`config.mk`:
```
export PLATFORM = sky130hd
export DESIGN_NAME = battery_telemetry_frame_parser_top_flat
export DESIGN_NICKNAME = d
export VERILOG_FILES = /design/src/design/btfp_pkg.sv /design/src/design/btfp_if.sv /design/src/design/battery_telemetry_frame_parser_top.sv /design/src/flat_wrapper.sv
export VERILOG_INCLUDE_DIRS = /design/src /design/src/design
export SDC_FILE = /design/constraint.sdc
export NUM_CORES = 1
export LEC_CHECK = 0
export BUFFER_PORTS_ARGS = -buffer_cell sky130_fd_sc_hd__buf_4
export CAP_MARGIN = 20
export CELL_PAD_IN_SITES_DETAIL_PLACEMENT = 0
export CELL_PAD_IN_SITES_GLOBAL_PLACEMENT = 2
export CORE_MARGIN = 10
export CORE_UTILIZATION = 34
export DETAILED_ROUTE_END_ITERATION = 8
export GPL_ROUTABILITY_DRIVEN = 0
export PLACE_DENSITY_LB_ADDON = 0.25
export SYNTH_ARGS = -nofsm -noshare
export SYNTH_HDL_FRONTEND = slang
export SYNTH_SLANG_ARGS = --single-unit
```
`constraint.sdc`:
```
create_clock -name clk -period 4.71 [get_ports clk]
set_input_delay 0.942 -clock clk [delete_from_list [all_inputs] [get_ports clk]]
set_output_delay 0.942 -clock clk [all_outputs]
set_load 0.02 [all_outputs]
```
`src/design/assert_macros.svh`:
```
// Assertion helpers shared by the RTL; each expects clk and rst_n in scope.
`ifndef ASSERT_MACROS_SVH
`define ASSERT_MACROS_SVH

// Property checked every cycle outside reset.
`define BTFP_ASSERT(label, prop, msg) \
  label: assert property (@(posedge clk) disable iff (!rst_n) (prop)) else $error(msg);

// Consequent checked in the cycle after the antecedent.
`define BTFP_ASSERT_NEXT(label, ante, cons, msg) \
  label: assert property (@(posedge clk) disable iff (!rst_n) (ante) |=> (cons)) \
    else $error(msg);

`endif

```
`src/design/btfp_pkg.sv`:
```
`timescale 1ns / 1ps
`default_nettype none

package btfp_pkg;

  typedef logic [7:0]         byte_t;
  typedef logic [3:0]         kind_t;
  typedef logic [6:0]         cell_t;
  typedef logic signed [32:0] value_t;

  localparam int unsigned HEADER_BYTES_DEF = 11;

  localparam kind_t KIND_CELL    = 4'd0;
  localparam kind_t KIND_TEMP1   = 4'd1;
  localparam kind_t KIND_TEMP2   = 4'd2;
  localparam kind_t KIND_TEMP3   = 4'd3;
  localparam kind_t KIND_PACK    = 4'd4;
  localparam kind_t KIND_CURRENT = 4'd5;
  localparam kind_t KIND_SOC     = 4'd6;
  localparam kind_t KIND_CYCLES  = 4'd7;
  localparam kind_t KIND_CAP     = 4'd8;
  localparam kind_t KIND_WARN    = 4'd9;
  localparam kind_t KIND_STATUS  = 4'd10;
  localparam kind_t KIND_ERROR   = 4'd11;
  localparam kind_t KIND_NONE    = 4'd15;

  localparam logic [3:0] FIELD_LAST = 4'd12;

  // Expected tag byte of each field, in frame order.
  function automatic byte_t field_tag(input logic [3:0] idx);
    byte_t t;
    unique case (idx)
      4'd0:    t = 8'h79;
      4'd1:    t = 8'h80;
      4'd2:    t = 8'h81;
      4'd3:    t = 8'h82;
      4'd4:    t = 8'h83;
      4'd5:    t = 8'h84;
      4'd6:    t = 8'h85;
      4'd7:    t = 8'h86;
      4'd8:    t = 8'h87;
      4'd9:    t = 8'h89;
      4'd10:   t = 8'h8a;
      4'd11:   t = 8'h8b;
      4'd12:   t = 8'h8c;
      default: t = 8'h00;
    endcase
    return t;
  endfunction

  // Value bytes after the tag.
  function automatic logic [2:0] field_len(input logic [3:0] idx);
    logic [2:0] n;
    unique case (idx)
      4'd0, 4'd6, 4'd7: n = 3'd1;
      4'd9:             n = 3'd4;
      default:          n = 3'd2;
    endcase
    return n;
  endfunction

  function automatic kind_t field_kind_of(input logic [3:0] idx);
    kind_t k;
    unique case (idx)
      4'd0:    k = KIND_CELL;
      4'd1:    k = KIND_TEMP1;
      4'd2:    k = KIND_TEMP2;
      4'd3:    k = KIND_TEMP3;
      4'd4:    k = KIND_PACK;
      4'd5:    k = KIND_CURRENT;
      4'd6:    k = KIND_SOC;
      4'd8:    k = KIND_CYCLES;
      4'd9:    k = KIND_CAP;
      4'd11:   k = KIND_WARN;
      4'd12:   k = KIND_STATUS;
      default: k = KIND_NONE;
    endcase
    return k;
  endfunction

endpackage

`default_nettype wire

```
`src/design/btfp_if.sv`:
```
`timescale 1ns / 1ps
`default_nettype none

interface btfp_in_if;
  logic             valid;
  logic             ready;
  btfp_pkg::byte_t  frame_byte;
  logic             frame_start;

  modport source (output valid, output frame_byte, output frame_start, input ready);
  modport sink   (input valid, input frame_byte, input frame_start, output ready);
endinterface

interface btfp_out_if;
  logic             valid;
  logic             ready;
  btfp_pkg::kind_t  field_kind;
  btfp_pkg::cell_t  cell_number;
  btfp_pkg::value_t field_value;
  logic             frame_done;

  modport source (output valid, output field_kind, output cell_number,
                  output field_value, output frame_done, input ready);
  modport sink   (input valid, input field_kind, input cell_number,
                  input field_value, input frame_done, output ready);
endinterface

`default_nettype wire

```
`src/design/battery_telemetry_frame_parser_top.sv`:
```
// Channel    | Dir | Payload                                            | Handshake
// in_chan    | in  | frame_byte[7:0], frame_start                       | valid/ready
// out_chan   | out | field_kind[3:0], cell_number[6:0], field_value[32:0], frame_done
//            |     |                                                    | valid/ready
// One byte is taken every cycle while no stalled result holds the flow; each byte goes
// into the input register and its result, if any, into the result register. The rate
// is set by the single parse step between the two. Synchronous active-low reset returns
// the parser to idle with no item held. A stalled result holds the result register; the
// input register then holds one more byte before in_chan.ready drops.
`timescale 1ns / 1ps
`default_nettype none
`include "assert_macros.svh"

module battery_telemetry_frame_parser_top #(
  parameter int unsigned HEADER_BYTES = btfp_pkg::HEADER_BYTES_DEF
) (
  input  wire logic      clk,
  input  wire logic      rst_n,
  btfp_in_if.sink        in_chan,
  btfp_out_if.source     out_chan
);
  import btfp_pkg::*;

  localparam logic [4:0] PH_IDLE   = 5'd0;
  localparam logic [4:0] PH_HEADER = 5'd1;
  localparam logic [4:0] PH_TAG0   = 5'd2;
  localparam logic [4:0] PH_TAG1   = 5'd4;
  localparam logic [4:0] PH_LAST   = 5'd27;
  localparam logic [4:0] PH_CELLS  = 5'd28;

  localparam logic [3:0] HDR_LEN     = 4'(HEADER_BYTES);
  localparam logic [4:0] START_PHASE = (HEADER_BYTES > 0) ? PH_HEADER : PH_TAG0;

  // Input register
  logic        s1_valid_r;
  byte_t       s1_byte_r;
  logic        s1_start_r;
  logic        s1_adv;

  // Parse state
  logic [4:0]  phase_r, phase_nxt;
  logic [3:0]  pos_r, pos_nxt;
  logic [6:0]  cl_r, cl_nxt;
  logic [6:0]  cc_r, cc_nxt;
  logic [31:0] vg_r, vg_nxt;

  // Result register
  logic        out_valid_r;
  kind_t       out_kind_r;
  cell_t       out_cell_r;
  value_t      out_value_r;
  logic        out_done_r;

  // Step logic
  logic [4:0]  ph;
  logic [3:0]  pos;
  logic [6:0]  cl;
  logic [6:0]  cc;
  logic [31:0] vg;
  logic [31:0] vg_shift;
  logic [3:0]  pos_inc;
  logic [6:0]  cl_dec;
  logic [4:0]  ph_off;
  logic [3:0]  fidx;
  logic [15:0] cnt_prod;
  logic [6:0]  cnt_div3;
  logic [15:0] raw16;
  logic [19:0] x10;
  kind_t       fkind;
  logic        emit;
  kind_t       e_kind;
  cell_t       e_cell;
  logic [32:0] e_value;
  logic        e_done;
  logic [32:0] dec_value;

  assign s1_adv        = s1_valid_r && (!out_valid_r || out_chan.ready);
  assign in_chan.ready = !s1_valid_r || s1_adv;

  always_ff @(posedge clk) begin
    if (!rst_n) begin
      s1_valid_r <= 1'b0;
    end else if (in_chan.ready) begin
      s1_valid_r <= in_chan.valid;
    end
    if (in_chan.ready && in_chan.valid) begin
      s1_byte_r  <= in_chan.frame_byte;
      s1_start_r <= in_chan.frame_start;
    end
  end

  assign ph       = s1_start_r ? START_PHASE : phase_r;
  assign pos      = s1_start_r ? 4'd0  : pos_r;
  assign cl       = s1_start_r ? 7'd0  : cl_r;
  assign cc       = s1_start_r ? 7'd0  : cc_r;
  assign vg       = s1_start_r ? 32'd0 : vg_r;
  assign vg_shift = {vg[23:0], s1_byte_r};
  assign pos_inc  = pos + 4'd1;
  assign cl_dec   = cl - 7'd1;
  assign ph_off   = ph - PH_TAG0;
  assign fidx     = ph_off[4:1];
  assign fkind    = field_kind_of(fidx);

  // Count byte divided by three: 171/512 is exact for every byte value.
  assign cnt_prod = {8'd0, s1_byte_r} * 16'd171;
  assign cnt_div3 = cnt_prod[15:9];

  assign raw16 = vg_shift[15:0];
  assign x10   = {1'b0, raw16, 3'b000} + {3'b000, raw16, 1'b0};

  always_comb begin
    unique case (fkind)
      KIND_TEMP1, KIND_TEMP2, KIND_TEMP3: begin
        if (raw16 > 16'd100) begin
          dec_value = 33'd100 - {17'd0, raw16};
        end else begin
          dec_value = {17'd0, raw16};
        end
      end
      KIND_PACK: dec_value = {13'd0, x10};
      KIND_CURRENT: begin
        if (raw16[15]) begin
          dec_value = 33'd0 - {13'd0, x10};
        end else begin
          dec_value = {13'd0, x10};
        end
      end
      default: dec_value = {1'b0, vg_shift};
    endcase
  end

  always_comb begin
    phase_nxt = ph;
    pos_nxt   = pos;
    cl_nxt    = cl;
    cc_nxt    = cc;
    vg_nxt    = vg;
    emit      = 1'b0;
    e_kind    = KIND_CELL;
    e_cell    = '0;
    e_value   = '0;
    e_done    = 1'b0;
    priority if (ph == PH_HEADER) begin
      pos_nxt = pos_inc;
      if (pos_inc >= HDR_LEN) begin
        phase_nxt = PH_TAG0;
        pos_nxt   = 4'd0;
      end
    end else if (ph == PH_CELLS) begin
      // Entry: index byte (dropped), then the 16-bit cell voltage.
      if (pos == 4'd0) begin
        pos_nxt = 4'd1;
      end else if (pos == 4'd1) begin
        vg_nxt  = {24'd0, s1_byte_r};
        pos_nxt = 4'd2;
      end else begin
        emit    = 1'b1;
        e_kind  = KIND_CELL;
        e_cell  = cc;
        e_value = {17'd0, vg[7:0], s1_byte_r};
        cc_nxt  = cc + 7'd1;
        cl_nxt  = cl_dec;
        pos_nxt = 4'd0;
        if (cl_dec == 7'd0) begin
          phase_nxt = PH_TAG1;
        end
      end
    end else if (ph < PH_TAG0 || ph > PH_LAST) begin
      phase_nxt = PH_IDLE;
    end else if (!ph[0]) begin
      if (s1_byte_r != field_tag(fidx)) begin
        emit      = 1'b1;
        e_kind    = KIND_ERROR;
        e_value   = {25'd0, field_tag(fidx)};
        e_done    = 1'b1;
        phase_nxt = PH_IDLE;
        pos_nxt   = 4'd0;
      end else begin
        phase_nxt = ph + 5'd1;
        pos_nxt   = 4'd0;
        vg_nxt    = 32'd0;
      end
    end else if (fidx == 4'd0) begin
      cl_nxt    = cnt_div3;
      cc_nxt    = 7'd0;
      pos_nxt   = 4'd0;
      phase_nxt = (cnt_div3 == 7'd0) ? PH_TAG1 : PH_CELLS;
    end else begin
      vg_nxt  = vg_shift;
      pos_nxt = pos_inc;
      if (pos_inc >= {1'b0, field_len(fidx)}) begin
        pos_nxt = 4'd0;
        if (fidx == FIELD_LAST) begin
          phase_nxt = PH_IDLE;
          emit      = 1'b1;
          e_kind    = fkind;
          e_value   = {1'b0, vg_shift};
          e_done    = 1'b1;
        end else begin
          // The next tag phase directly follows this value phase.
          phase_nxt = ph + 5'd1;
          if (fkind != KIND_NONE) begin
            emit    = 1'b1;
            e_kind  = fkind;
            e_value = dec_value;
          end
        end
      end
    end
  end

  always_ff @(posedge clk) begin
    if (!rst_n) begin
      phase_r <= PH_IDLE;
      pos_r   <= 4'd0;
      cl_r    <= 7'd0;
      cc_r    <= 7'd0;
      vg_r    <= 32'd0;
    end else if (s1_adv) begin
      phase_r <= phase_nxt;
      pos_r   <= pos_nxt;
      cl_r    <= cl_nxt;
      cc_r    <= cc_nxt;
      vg_r    <= vg_nxt;
    end
  end

  always_ff @(posedge clk) begin
    if (!rst_n) begin
      out_valid_r <= 1'b0;
    end else if (s1_adv) begin
      out_valid_r <= emit;
    end else if (out_chan.ready) begin
      out_valid_r <= 1'b0;
    end
    if (s1_adv && emit) begin
      out_kind_r  <= e_kind;
      out_cell_r  <= e_cell;
      out_value_r <= $signed(e_value);
      out_done_r  <= e_done;
    end
  end

  assign out_chan.valid       = out_valid_r;
  assign out_chan.field_kind  = out_kind_r;
  assign out_chan.cell_number = out_cell_r;
  assign out_chan.field_value = out_value_r;
  assign out_chan.frame_done  = out_done_r;

  `BTFP_ASSERT(a_done_kind, !out_valid_r || !out_done_r || out_kind_r == KIND_STATUS || out_kind_r == KIND_ERROR, "frame_done on a non-final field")
  `BTFP_ASSERT(a_cell_zero, !out_valid_r || out_kind_r == KIND_CELL || out_cell_r == 7'd0, "cell_number set on a non-cell field")
  `BTFP_ASSERT_NEXT(a_done_idle, s1_adv && emit && e_done, phase_r == PH_IDLE && out_valid_r, "parser not idle after frame end")
  `BTFP_ASSERT(a_phase_range, phase_r <= PH_CELLS, "parse phase out of range")

endmodule

`default_nettype wire
```
`src/flat_wrapper.sv`:
```
// flat-port wrapper written by rule: the top's interface ports become plain ports
module battery_telemetry_frame_parser_top_flat import btfp_pkg::*;
#(
  parameter int unsigned HEADER_BYTES = btfp_pkg::HEADER_BYTES_DEF
)
  (clk, rst_n, in_chan_valid, in_chan_frame_byte, in_chan_frame_start, in_chan_ready, out_chan_valid, out_chan_field_kind, out_chan_cell_number, out_chan_field_value, out_chan_frame_done, out_chan_ready);
  btfp_in_if in_chan_i ();
  btfp_out_if out_chan_i ();
  input  wire logic clk;
  input  wire logic rst_n;
  input wire logic [$bits(in_chan_i.valid)-1:0] in_chan_valid;
  input wire logic [$bits(in_chan_i.frame_byte)-1:0] in_chan_frame_byte;
  input wire logic [$bits(in_chan_i.frame_start)-1:0] in_chan_frame_start;
  output wire logic [$bits(in_chan_i.ready)-1:0] in_chan_ready;
  output wire logic [$bits(out_chan_i.valid)-1:0] out_chan_valid;
  output wire logic [$bits(out_chan_i.field_kind)-1:0] out_chan_field_kind;
  output wire logic [$bits(out_chan_i.cell_number)-1:0] out_chan_cell_number;
  output wire logic [$bits(out_chan_i.field_value)-1:0] out_chan_field_value;
  output wire logic [$bits(out_chan_i.frame_done)-1:0] out_chan_frame_done;
  input wire logic [$bits(out_chan_i.ready)-1:0] out_chan_ready;
  assign in_chan_i.valid = in_chan_valid;
  assign in_chan_i.frame_byte = in_chan_frame_byte;
  assign in_chan_i.frame_start = in_chan_frame_start;
  assign in_chan_ready = in_chan_i.ready;
  assign out_chan_valid = out_chan_i.valid;
  assign out_chan_field_kind = out_chan_i.field_kind;
  assign out_chan_cell_number = out_chan_i.cell_number;
  assign out_chan_field_value = out_chan_i.field_value;
  assign out_chan_frame_done = out_chan_i.frame_done;
  assign out_chan_i.ready = out_chan_ready;
  battery_telemetry_frame_parser_top #(.HEADER_BYTES(HEADER_BYTES)) u_core (.clk(clk), .rst_n(rst_n), .in_chan(in_chan_i), .out_chan(out_chan_i));
endmodule
```
==> results.sh, run 1 <==
export IMPL_crit_top_cell="ha_1"
export IMPL_via_per_inst=5.87
export IMPL_io_pins=60
export IMPL_syn_nets=1233
export IMPL_required_ns=4.97
export IMPL_dp_cells=1534
export IMPL_numCtsBuffers=9
export IMPL_path_cells="buf_4 > ha_1 > inv_1 > fa_1 > inv_1 > ha_1 > ha_1 > ha_1 > a21o_1 > a21o_1 > a41oi_2 > a21boi_2 > a311o_1 > xor2_1 > nor4_1 > a211o_1 > o21ai_1"
export IMPL_wire_per_inst_um=22.4
export IMPL_critical_path_max_fanout=9
export IMPL_ctsHoldBuffers=0
export IMPL_io_buffers=59
export IMPL_p_leak_nw=4.19
export IMPL_syn_mean_instance_area_um2=8.24
export IMPL_cts_tree="done"
export IMPL_stdcell_area_um2=10700
export IMPL_grt_usage=0.202
export IMPL_critPathLaunch="u_core.s1_byte_r[3]"
export IMPL_rr_worst_depth=17
export IMPL_ant_nets=0
export IMPL_r2r_slack_ns=0.25
export IMPL_synthFlopType="edfxtp_1"
export IMPL_finalHoldViolations=0
export IMPL_drt_pass1_iterations=6
export IMPL_netlist_area_um2=9310
export IMPL_crit_slowest_cell="fa_1"
export IMPL_crit_end="u_core.phase_r[4]"
export IMPL_grt_pass1_vias=8766
export IMPL_crit_family="adder cells"
export IMPL_maxCapViolCount=0
export IMPL_setup_viol=0
export IMPL_die_area_um2=34400
export IMPL_yosysSeqAreaShare=0.279
export IMPL_clk_latency_ns=0.37
export IMPL_clock_sinks=103
export IMPL_period_minus_slack_ns=4.46
export IMPL_pwr_share_clk=0.278
export IMPL_timing_hold_ws_ns=0.481
export IMPL_slew_limit_headroom=0.351
export IMPL_setup_slack_ns=0.248
export IMPL_synth_warnings=0
export IMPL_internal_power_mw=1.76
export IMPL_final_common_cell="buf_4"
export IMPL_final_cell_mix="buf_4, a21oi_1, nor2_1, nand2_1, o21ai_0"
export IMPL_vdd_ir_drop_max_mv=0.228
export IMPL_start_util=0.345
export IMPL_switching_share=0.396
export IMPL_layout_nets=1307
export IMPL_ys_ff_latch=103
export IMPL_netlist_instances=1130
export IMPL_p_switching_mw=1.16
export IMPL_rsz0062_at_grt="no"
export IMPL_reg2reg_to="u_core.phase_r[4]"
export IMPL_synth_edf_count=54
export IMPL_maxSlewViolCount=0
export IMPL_stdcell_count=1550
export IMPL_powerDensity_nw_per_um2=272
export IMPL_rows=60
export IMPL_cp_num_buf_inv=3
export IMPL_place_area_um2=10400
export IMPL_num_antenna_cells=0
export IMPL_r2r_start="u_core.s1_byte_r[3]"
export IMPL_skew_ns=0.0124
export IMPL_pre_cts_ws_ns=0.100
export IMPL_drive_above_1_share=0.151
export IMPL_htree_levels=3
export IMPL_pwr_share_comb=0.390
export IMPL_grt_max_degree=63
export IMPL_critical_path_depth=17
export IMPL_fin_tns_setup_ns=0
export IMPL_max_stage_delay_ns=0.53
export IMPL_drtIter0Drc=858
export IMPL_fin_crit_sh=0.947
export IMPL_drc=0
export IMPL_hold_path_class="flip-flop to flip-flop"
export IMPL_dp_hpwl_um=26100
export IMPL_grt_pass1_wl_um=53500
export IMPL_areaGrowthSynthToFinish_pct=15.4
export IMPL_die_w_um=185
export IMPL_netlist_cell_type_count=94
export IMPL_async_flop_share=0
export IMPL_critPathLaunchType="flip-flop"
export IMPL_fp_dieH_um=185
export IMPL_max_slew_worst_pin_slew_ns=0.967
export IMPL_arrival_ns=4.72
export IMPL_fin_util=0.399
export IMPL_totalWireLength_um=34700
export IMPL_antenna_found_initial=0
export IMPL_p_total_mw=2.92
export IMPL_clockBufferDepth=2
export IMPL_power_frac_seq=0.332
export IMPL_critPathKind="flip-flop to flip-flop"
export IMPL_holdPathStages=1
export IMPL_core_um2=27000
export IMPL_clk_pin_slew_ns=0.08
export IMPL_max_freq_ghz=0.224
export IMPL_cts_root_buf="clkbuf_16"
export IMPL_via_count=9095
export IMPL_grt_overflow_total=0
export IMPL_outcome="finished, final reports clean"
export IMPL_end_kind="flip-flop"
## synth_stat cells (21+ instances only)
master	count	area [um^2]
nor3_1	33	165
nand3_1	24	120
nand2_1	89	334
clkbuf_1	43	161
nor2b_1	25	156
edfxtp_1	54	1620
a21oi_1	124	621
a31oi_1	21	131
o21ai_0	75	375
dfxtp_1	49	981
xor2_1	22	193
ha_1	73	913
inv_1	55	206
nor2_1	95	357
xnor2_1	24	210
## worst register-to-register path, cell delays in order, from the launching register on
cell and delay [ns]:
edfxtp_1 0.41, buf_4 0.20, ha_1 0.36, inv_1 0.08
fa_1 0.53, inv_1 0.05, ha_1 0.30, ha_1 0.30
ha_1 0.31, a21o_1 0.16, a21o_1 0.21, a41oi_2 0.22
a21boi_2 0.13, a311o_1 0.37, xor2_1 0.16, nor4_1 0.30
a211o_1 0.20, o21ai_1 0.07
## metal layers
metal	track usage	routed length [um]
met4	0.0536	643
met1	0.269	15700
met3	0.0236	1610
met5	0	0
met2	0.337	16700
## area by class of cell
cell class / count / area [um^2]
clock buffer: 9 / 225
clock inverter: 7 / 86.3
timing repair buffer: 137 / 1040
tap: 341 / 427
fill: 2816 / 16200
inverter: 57 / 214
multi-input combinational: 896 / 6150
sequential: 103 / 2600
## power groups by stage
stage	sequential, mW	combinational, mW	clock (mW)
floorplan	0.993	0.769	0
CTS	0.971	1.13	0.836
global placement	0.991	1.12	0
detailed placement	0.992	1.12	0
finish	0.971	1.14	0.813
global route	0.974	1.27	0.864
## cells by family (layout without fill, tap and decap cells)
group	Yosys count	in the layout	synth area share
xor+xnor	48	48	0.0480
compound gates	397	397	0.277
flops	103	103	0.279
mux	6	6	0.00699
simple gates	354	354	0.192
buf+inv	131	210	0.0611
fa+ha+maj	91	91	0.136
## worst min path at each step
stage,slack (ns),to,start
after floorplan,0.44,u_core.vg_r[16],u_core.vg_r[16]
after global placement,0.46,u_core.vg_r[20],u_core.vg_r[20]
after detailed placement,0.46,u_core.vg_r[16],u_core.vg_r[16]
after CTS,0.48,u_core.cc_r[1],u_core.cc_r[1]
after global routing,0.51,u_core.vg_r[18],u_core.vg_r[18]
final,0.48,u_core.vg_r[22],u_core.vg_r[22]
## sequential cells by signal (all words and copies together), names as in the netlist
signal	count
u_core.out_chan.cell_number	7
u_core.out_chan.valid	1
u_core.pos_r	4
u_core.out_chan.frame_done	1
u_core.s1_byte_r	8
u_core.cl_r	7
u_core.out_chan.field_value	33
u_core.cc_r	7
u_core.out_chan.field_kind	4
u_core.s1_start_r	1
u_core.s1_valid_r	1
u_core.vg_r	24
u_core.phase_r	5
## what timing repair did
action / 4_1_cts / 5_1_grt
setup buffers: 0 / 0
resized for setup: 0 / 3
endpoints found under the setup margin: 0 / 3
hold endpoints to repair: 0 / 0
Power figures use the tool's default switching activity.
==> run 2, diff against run 1 <==
- CORE_UTILIZATION: 34 -> 38
- clock period: 4.71 -> 4.95 ns (I/O delays scaled with it)
==> run 2 against run 1 <==
Fmax decreased by 2.5%. Sequential share of layout area increased by 0.39 points. Non-clock buffer count decreased by 19. Worst setup slack improved by 0.13 ns. Global-route usage increased by 1.3 points. Total power decreased by 6.1%. Die area decreased by 9.4%. Routed wire length decreased by 3.1%. Final cell count decreased by 2.3%. Cell area decreased by 1.6%. Clock power decreased by 3.4%. Hold slack about the same. Critical path type unchanged. Critical endpoint unchanged. Largest cell class unchanged. Highest routed layer unchanged.
==> results.sh, run 2 (same netlist as run 1, synthesis figures left out) <==
export IMPL_skew_ns=0.0150
export IMPL_fin_tns_setup_ns=0
export IMPL_rsz0062_at_grt="no"
export IMPL_r2r_slack_ns=0.37
export IMPL_io_pins=60
export IMPL_grt_usage=0.215
export IMPL_largest_reg_flops=33
export IMPL_critPathLaunch="u_core.s1_byte_r[3]"
export IMPL_num_antenna_cells=0
export IMPL_cts_setup_buffers=0
export IMPL_vdd_ir_drop_max_mv=0.318
export IMPL_fin_crit_sh=0.924
export IMPL_maxSlewViolCount=0
export IMPL_cts_resized=0
export IMPL_period_minus_slack_ns=4.58
export IMPL_numCtsBuffers=9
export IMPL_critPathKind="flip-flop to flip-flop"
export IMPL_required_ns=5.22
export IMPL_io_buffers=59
export IMPL_dp_hpwl_um=25300
export IMPL_fill_cells=2500
export IMPL_clockBufferDepth=2
export IMPL_end_kind="flip-flop"
export IMPL_via_count=9063
export IMPL_final_cell_mix="a21oi_1, buf_4, nor2_1, nand2_1, o21ai_0"
export IMPL_antenna_found_initial=0
export IMPL_r2r_start="u_core.s1_byte_r[3]"
export IMPL_drtIter0Drc=796
export IMPL_final_common_cell="a21oi_1"
export IMPL_critPathLaunchType="flip-flop"
export IMPL_clock_sinks=103
export IMPL_grt_pass1_vias=8882
export IMPL_die_area_um2=31200
export IMPL_clk_pin_slew_ns=0.09
export IMPL_layout_nets=1288
export IMPL_ant_nets=0
export IMPL_timing_hold_ws_ns=0.482
export IMPL_drt_pass1_iterations=5
export IMPL_grt_overflow_total=0
export IMPL_core_um2=24200
export IMPL_die_w_um=177
export IMPL_grt_max_degree=32
export IMPL_slew_limit_headroom=0.287
export IMPL_drc=0
export IMPL_clk_latency_ns=0.38
export IMPL_setup_viol=0
export IMPL_max_freq_ghz=0.219
export IMPL_areaGrowthSynthToFinish_pct=13.6
export IMPL_cts_root_buf="clkbuf_16"
export IMPL_fp_dieH_um=177
export IMPL_ctsHoldBuffers=0
export IMPL_maxCapViolCount=0
export IMPL_min_from="u_core.vg_r[18]"
export IMPL_via_per_inst=5.99
export IMPL_wire_per_inst_um=22.2
export IMPL_outcome="finished, final reports clean"
export IMPL_totalWireLength_um=33600
export IMPL_cts_tree="done"
export IMPL_critical_path_max_fanout=5
export IMPL_p_leak_nw=4.10
export IMPL_rows=57
export IMPL_arrival_ns=4.84
export IMPL_finalHoldViolations=0
export IMPL_powerDensity_nw_per_um2=259
export IMPL_htree_levels=3
export IMPL_grt_pass1_wl_um=52800
export IMPL_hold_path_class="flip-flop to flip-flop"
export IMPL_start_util=0.384
export IMPL_max_slew_worst_pin_slew_ns=1.06
export IMPL_drive_above_1_share=0.136
run 2: routing by layer:
| layer | track usage | wire length, um |
|---|---|---|
| met1 | 0.282 | 15100 |
| met2 | 0.352 | 15600 |
| met3 | 0.0352 | 1990 |
| met4 | 0.0725 | 910 |
| met5 | 0 | 0 |
run 2: worst paths after layout:
kind / to / depth (start not counted)
max: u_core.phase_r[4] / 16
min: u_core.vg_r[18] / 1
max reg2reg: u_core.phase_r[4] / 16
min reg2reg: u_core.vg_r[18] / 1
run 2: per-stage QoR:
step | power [mW] | worst slack, ns | util | instances | area [um^2]
floorplan | 1.68 | 0.341 | - | 1130 | 9310
global placement | 1.98 | 0.354 | 0.423 | 1497 | 10300
detailed placement | 1.98 | 0.234 | 0.423 | 1498 | 10300
CTS | 2.76 | 0.218 | 0.436 | 1514 | 10600
global route | 2.92 | 0.0598 | 0.436 | 1514 | 10600
finish | 2.74 | 0.374 | 0.436 | 1514 | 10600
run 2: cell type report:
class / count / area (um^2) / share of cell area
Timing Repair Buffer: 118 / 898 / 0.0849
Tap cell: 324 / 405 / 0.0383
Clock buffer: 9 / 225 / 0.0213
Multi-Input combinational cell: 896 / 6140 / 0.581
Inverter: 57 / 214 / 0.0202
Clock inverter: 7 / 91.3 / 0.00864
Sequential cell: 103 / 2600 / 0.246
run 2: where the power goes:
part	total [mW]	switching, mW	internal, mW
clock	0.785	0.421	0.364
sequential	0.923	0.0163	0.907
combinational	1.04	0.652	0.384
run 2: worst max-delay path, stage by stage, from the launching register on:
cell      delay (ns)
edfxtp_1        0.43
ha_1            0.37
inv_1           0.08
fa_1            0.54
inv_1           0.05
fa_1            0.48
fa_1            0.43
ha_1            0.20
a21o_1          0.17
a21o_1          0.20
a41oi_1         0.22
a21boi_1        0.18
a311o_1         0.39
xor2_1          0.16
nor4_1          0.28
a211o_1         0.20
o21ai_1         0.07
==> run 3, diff against run 2 <==
- ABC_AREA: default -> 1
- CORE_UTILIZATION: 38 -> 35
- SETUP_SLACK_MARGIN: default -> 0.4
==> run 3 against run 2 <==
Synthesized cell count increased by 46%. Core utilization is 3.7 points lower. Total power rose by 5.9%. First-iteration DRC count up 0.88%. Critical path type unchanged. Non-clock buffer count down 21. Sequential share of layout area decreased by 2.8 points. Clock skew grew 0.0070 ns. Largest power group unchanged.
==> results.sh, run 3 <==
export IMPL_grt_usage=0.203
export IMPL_syn_nets=1753
export IMPL_powerDensity_nw_per_um2=243
export IMPL_num_antenna_cells=0
export IMPL_maxCapViolCount=0
export IMPL_period_minus_slack_ns=4.25
export IMPL_vdd_ir_drop_max_mv=0.170
export IMPL_rsz0062_at_grt="no"
export IMPL_r2r_slack_ns=0.70
export IMPL_ys_ff_latch=103
export IMPL_start_util=0.357
export IMPL_netlist_cell_type_count=51
export IMPL_grt_pass1_wl_um=62000
export IMPL_arrival_ns=4.51
export IMPL_slew_limit_headroom=0.265
export IMPL_hold_path_class="flip-flop to flip-flop"
export IMPL_largest_reg_flops=33
export IMPL_yosys_top_cells_area="nand2_1, edfxtp_1, dfxtp_1"
export IMPL_p_leak_nw=5.32
export IMPL_max_stage_delay_ns=0.54
export IMPL_cts_root_buf="clkbuf_16"
export IMPL_clk_pin_slew_ns=0.10
export IMPL_critical_path_max_fanout=4
export IMPL_numCtsBuffers=9
export IMPL_cts_tree="done"
export IMPL_crit_slowest_cell="fa_1"
export IMPL_end_kind="flip-flop"
export IMPL_grt_pass1_vias=10700
export IMPL_core_um2=29900
export IMPL_fin_crit_sh=0.858
export IMPL_critPathKind="flip-flop to flip-flop"
export IMPL_drc=0
export IMPL_netlist_instances=1650
export IMPL_async_flop_share=0
export IMPL_max_freq_ghz=0.235
export IMPL_syn_mean_instance_area_um2=6.46
export IMPL_grt_max_degree=62
export IMPL_critPathLaunchType="flip-flop"
export IMPL_synth_warnings=0
export IMPL_finalHoldViolations=0
export IMPL_synth_edf_count=54
export IMPL_dp_hpwl_um=29600
export IMPL_place_area_um2=11600
export IMPL_via_count=11200
export IMPL_layout_nets=1798
export IMPL_clockBufferDepth=2
export IMPL_skew_ns=0.0219
export IMPL_required_ns=5.21
export IMPL_fin_tns_setup_ns=0
export IMPL_antenna_found_initial=0
export IMPL_totalWireLength_um=39500
export IMPL_crit_top_cell="nand2_1"
export IMPL_final_cell_mix="nand2_1, inv_1, a21oi_1, nand3_1, nor2_1"
export IMPL_clk_latency_ns=0.38
export IMPL_grt_overflow_total=0
export IMPL_drtIter0Drc=803
export IMPL_die_w_um=195
export IMPL_netlist_area_um2=10700
export IMPL_rows=63
export IMPL_maxSlewViolCount=0
export IMPL_path_cells="ha_2 > inv_1 > fa_1 > inv_1 > fa_1 > fa_1 > ha_1 > nand2_1 > inv_1 > a21oi_2 > nand2_1 > xnor2_1 > nand2_1 > nor2_1 > nand3_1 > nor2_1 > nand3_1 > nand2_1 > nand2_1 > nand2_1 > a21oi_1"
export IMPL_yosysSeqAreaShare=0.244
export IMPL_synth_top_area_cell="nand2_1"
export IMPL_ant_nets=0
export IMPL_wire_per_inst_um=18.9
export IMPL_drive_above_1_share=0.116
export IMPL_via_per_inst=5.34
export IMPL_setup_viol=0
export IMPL_die_area_um2=37900
export IMPL_areaGrowthSynthToFinish_pct=11.9
export IMPL_stdcell_area_um2=11900
export IMPL_final_common_cell="nand2_1"
export IMPL_outcome="finished, final reports clean"
export IMPL_htree_levels=3
export IMPL_synthTopCellsByCount="nand2_1, inv_1, a21oi_1"
export IMPL_fp_dieH_um=195
export IMPL_yosysTopAreaCellShare=0.170
export IMPL_cts_setup_buffers=0
export IMPL_synthFlopType="edfxtp_1"
export IMPL_drt_pass1_iterations=7
export IMPL_io_pins=60
export IMPL_io_buffers=59
export IMPL_synth_most_common_cell="nand2_1"
export IMPL_clock_sinks=103
export IMPL_max_slew_worst_pin_slew_ns=1.10
==> run 3: kinds of logic (layout without fill, tap and decap cells) <==
group,after synthesis,in the layout,synth area share
xor+xnor,21,21,0.0172
simple gates,836,836,0.342
buf+inv,268,318,0.100
fa+ha+maj,90,90,0.118
flops,103,103,0.244
compound gates,332,332,0.179
==> run 3: final timing paths <==
path	startpoint	end	cells after the start
hold / removal	u_core.cc_r[4]	u_core.cc_r[4]	2
setup reg to reg	u_core.s1_byte_r[1]	u_core.phase_r[3]	21
hold reg to reg	u_core.cc_r[4]	u_core.cc_r[4]	2
setup / recovery	u_core.s1_byte_r[1]	u_core.phase_r[3]	21
==> run 3: final cells by class <==
class | instances | area (um^2)
clock buffers | 9 | 225
clock inverters | 7 | 88.8
fillers | 3282 | 17900
inverters | 205 | 772
multi-input cells | 1279 | 7020
flip-flops and latches | 103 | 2600
well taps | 390 | 488
repair buffers | 97 | 741
==> run 3: worst max-delay path: cells and delay by family (launching register included) <==
family | cells | cell delay [ns]
adder cells (fa/ha/maj) | 5 | 2.26
AND/OR/NAND/NOR | 10 | 0.86
flip-flops | 1 | 0.42
AO/OA/AOI/OAI | 2 | 0.25
buffers and inverters | 3 | 0.21
XOR/XNOR | 1 | 0.15
==> run 3: repair_timing <==
action	4_1_cts	5_1_grt
resized for setup	0	3
hold buffers	0	0
endpoints found under the setup margin	0	3
==> run 3: metrics by stage <==
stage | power [mW] | utilization | hold WS [ns] | cells | setup slack, ns
floorplan | 1.81 | - | 0.445 | 1650 | 0.566
global placement | 2.14 | 0.388 | 0.453 | 2073 | 0.591
detailed placement | 2.14 | 0.388 | 0.455 | 2073 | 0.530
CTS | 2.92 | 0.399 | 0.470 | 2089 | 0.512
global route | 3.12 | 0.400 | 0.487 | 2090 | 0.401
finish | 2.91 | 0.400 | 0.468 | 2090 | 0.702
==> run 3: per-layer routing <==
metal	vias up	GRT usage	part of all wire
met5	-	0	0
met4	0	0.0400	0.012
met3	26	0.0299	0.056
met2	311	0.330	0.46
met1	5215	0.278	0.47
li1	5605	-	-
==> run 3: report_power, final <==
| group | internal [mW] | switching, mW | total (mW) |
|---|---|---|---|
| registers | 0.920 | 0.0286 | 0.948 |
| clock network | 0.365 | 0.413 | 0.778 |
| logic | 0.400 | 0.781 | 1.18 |
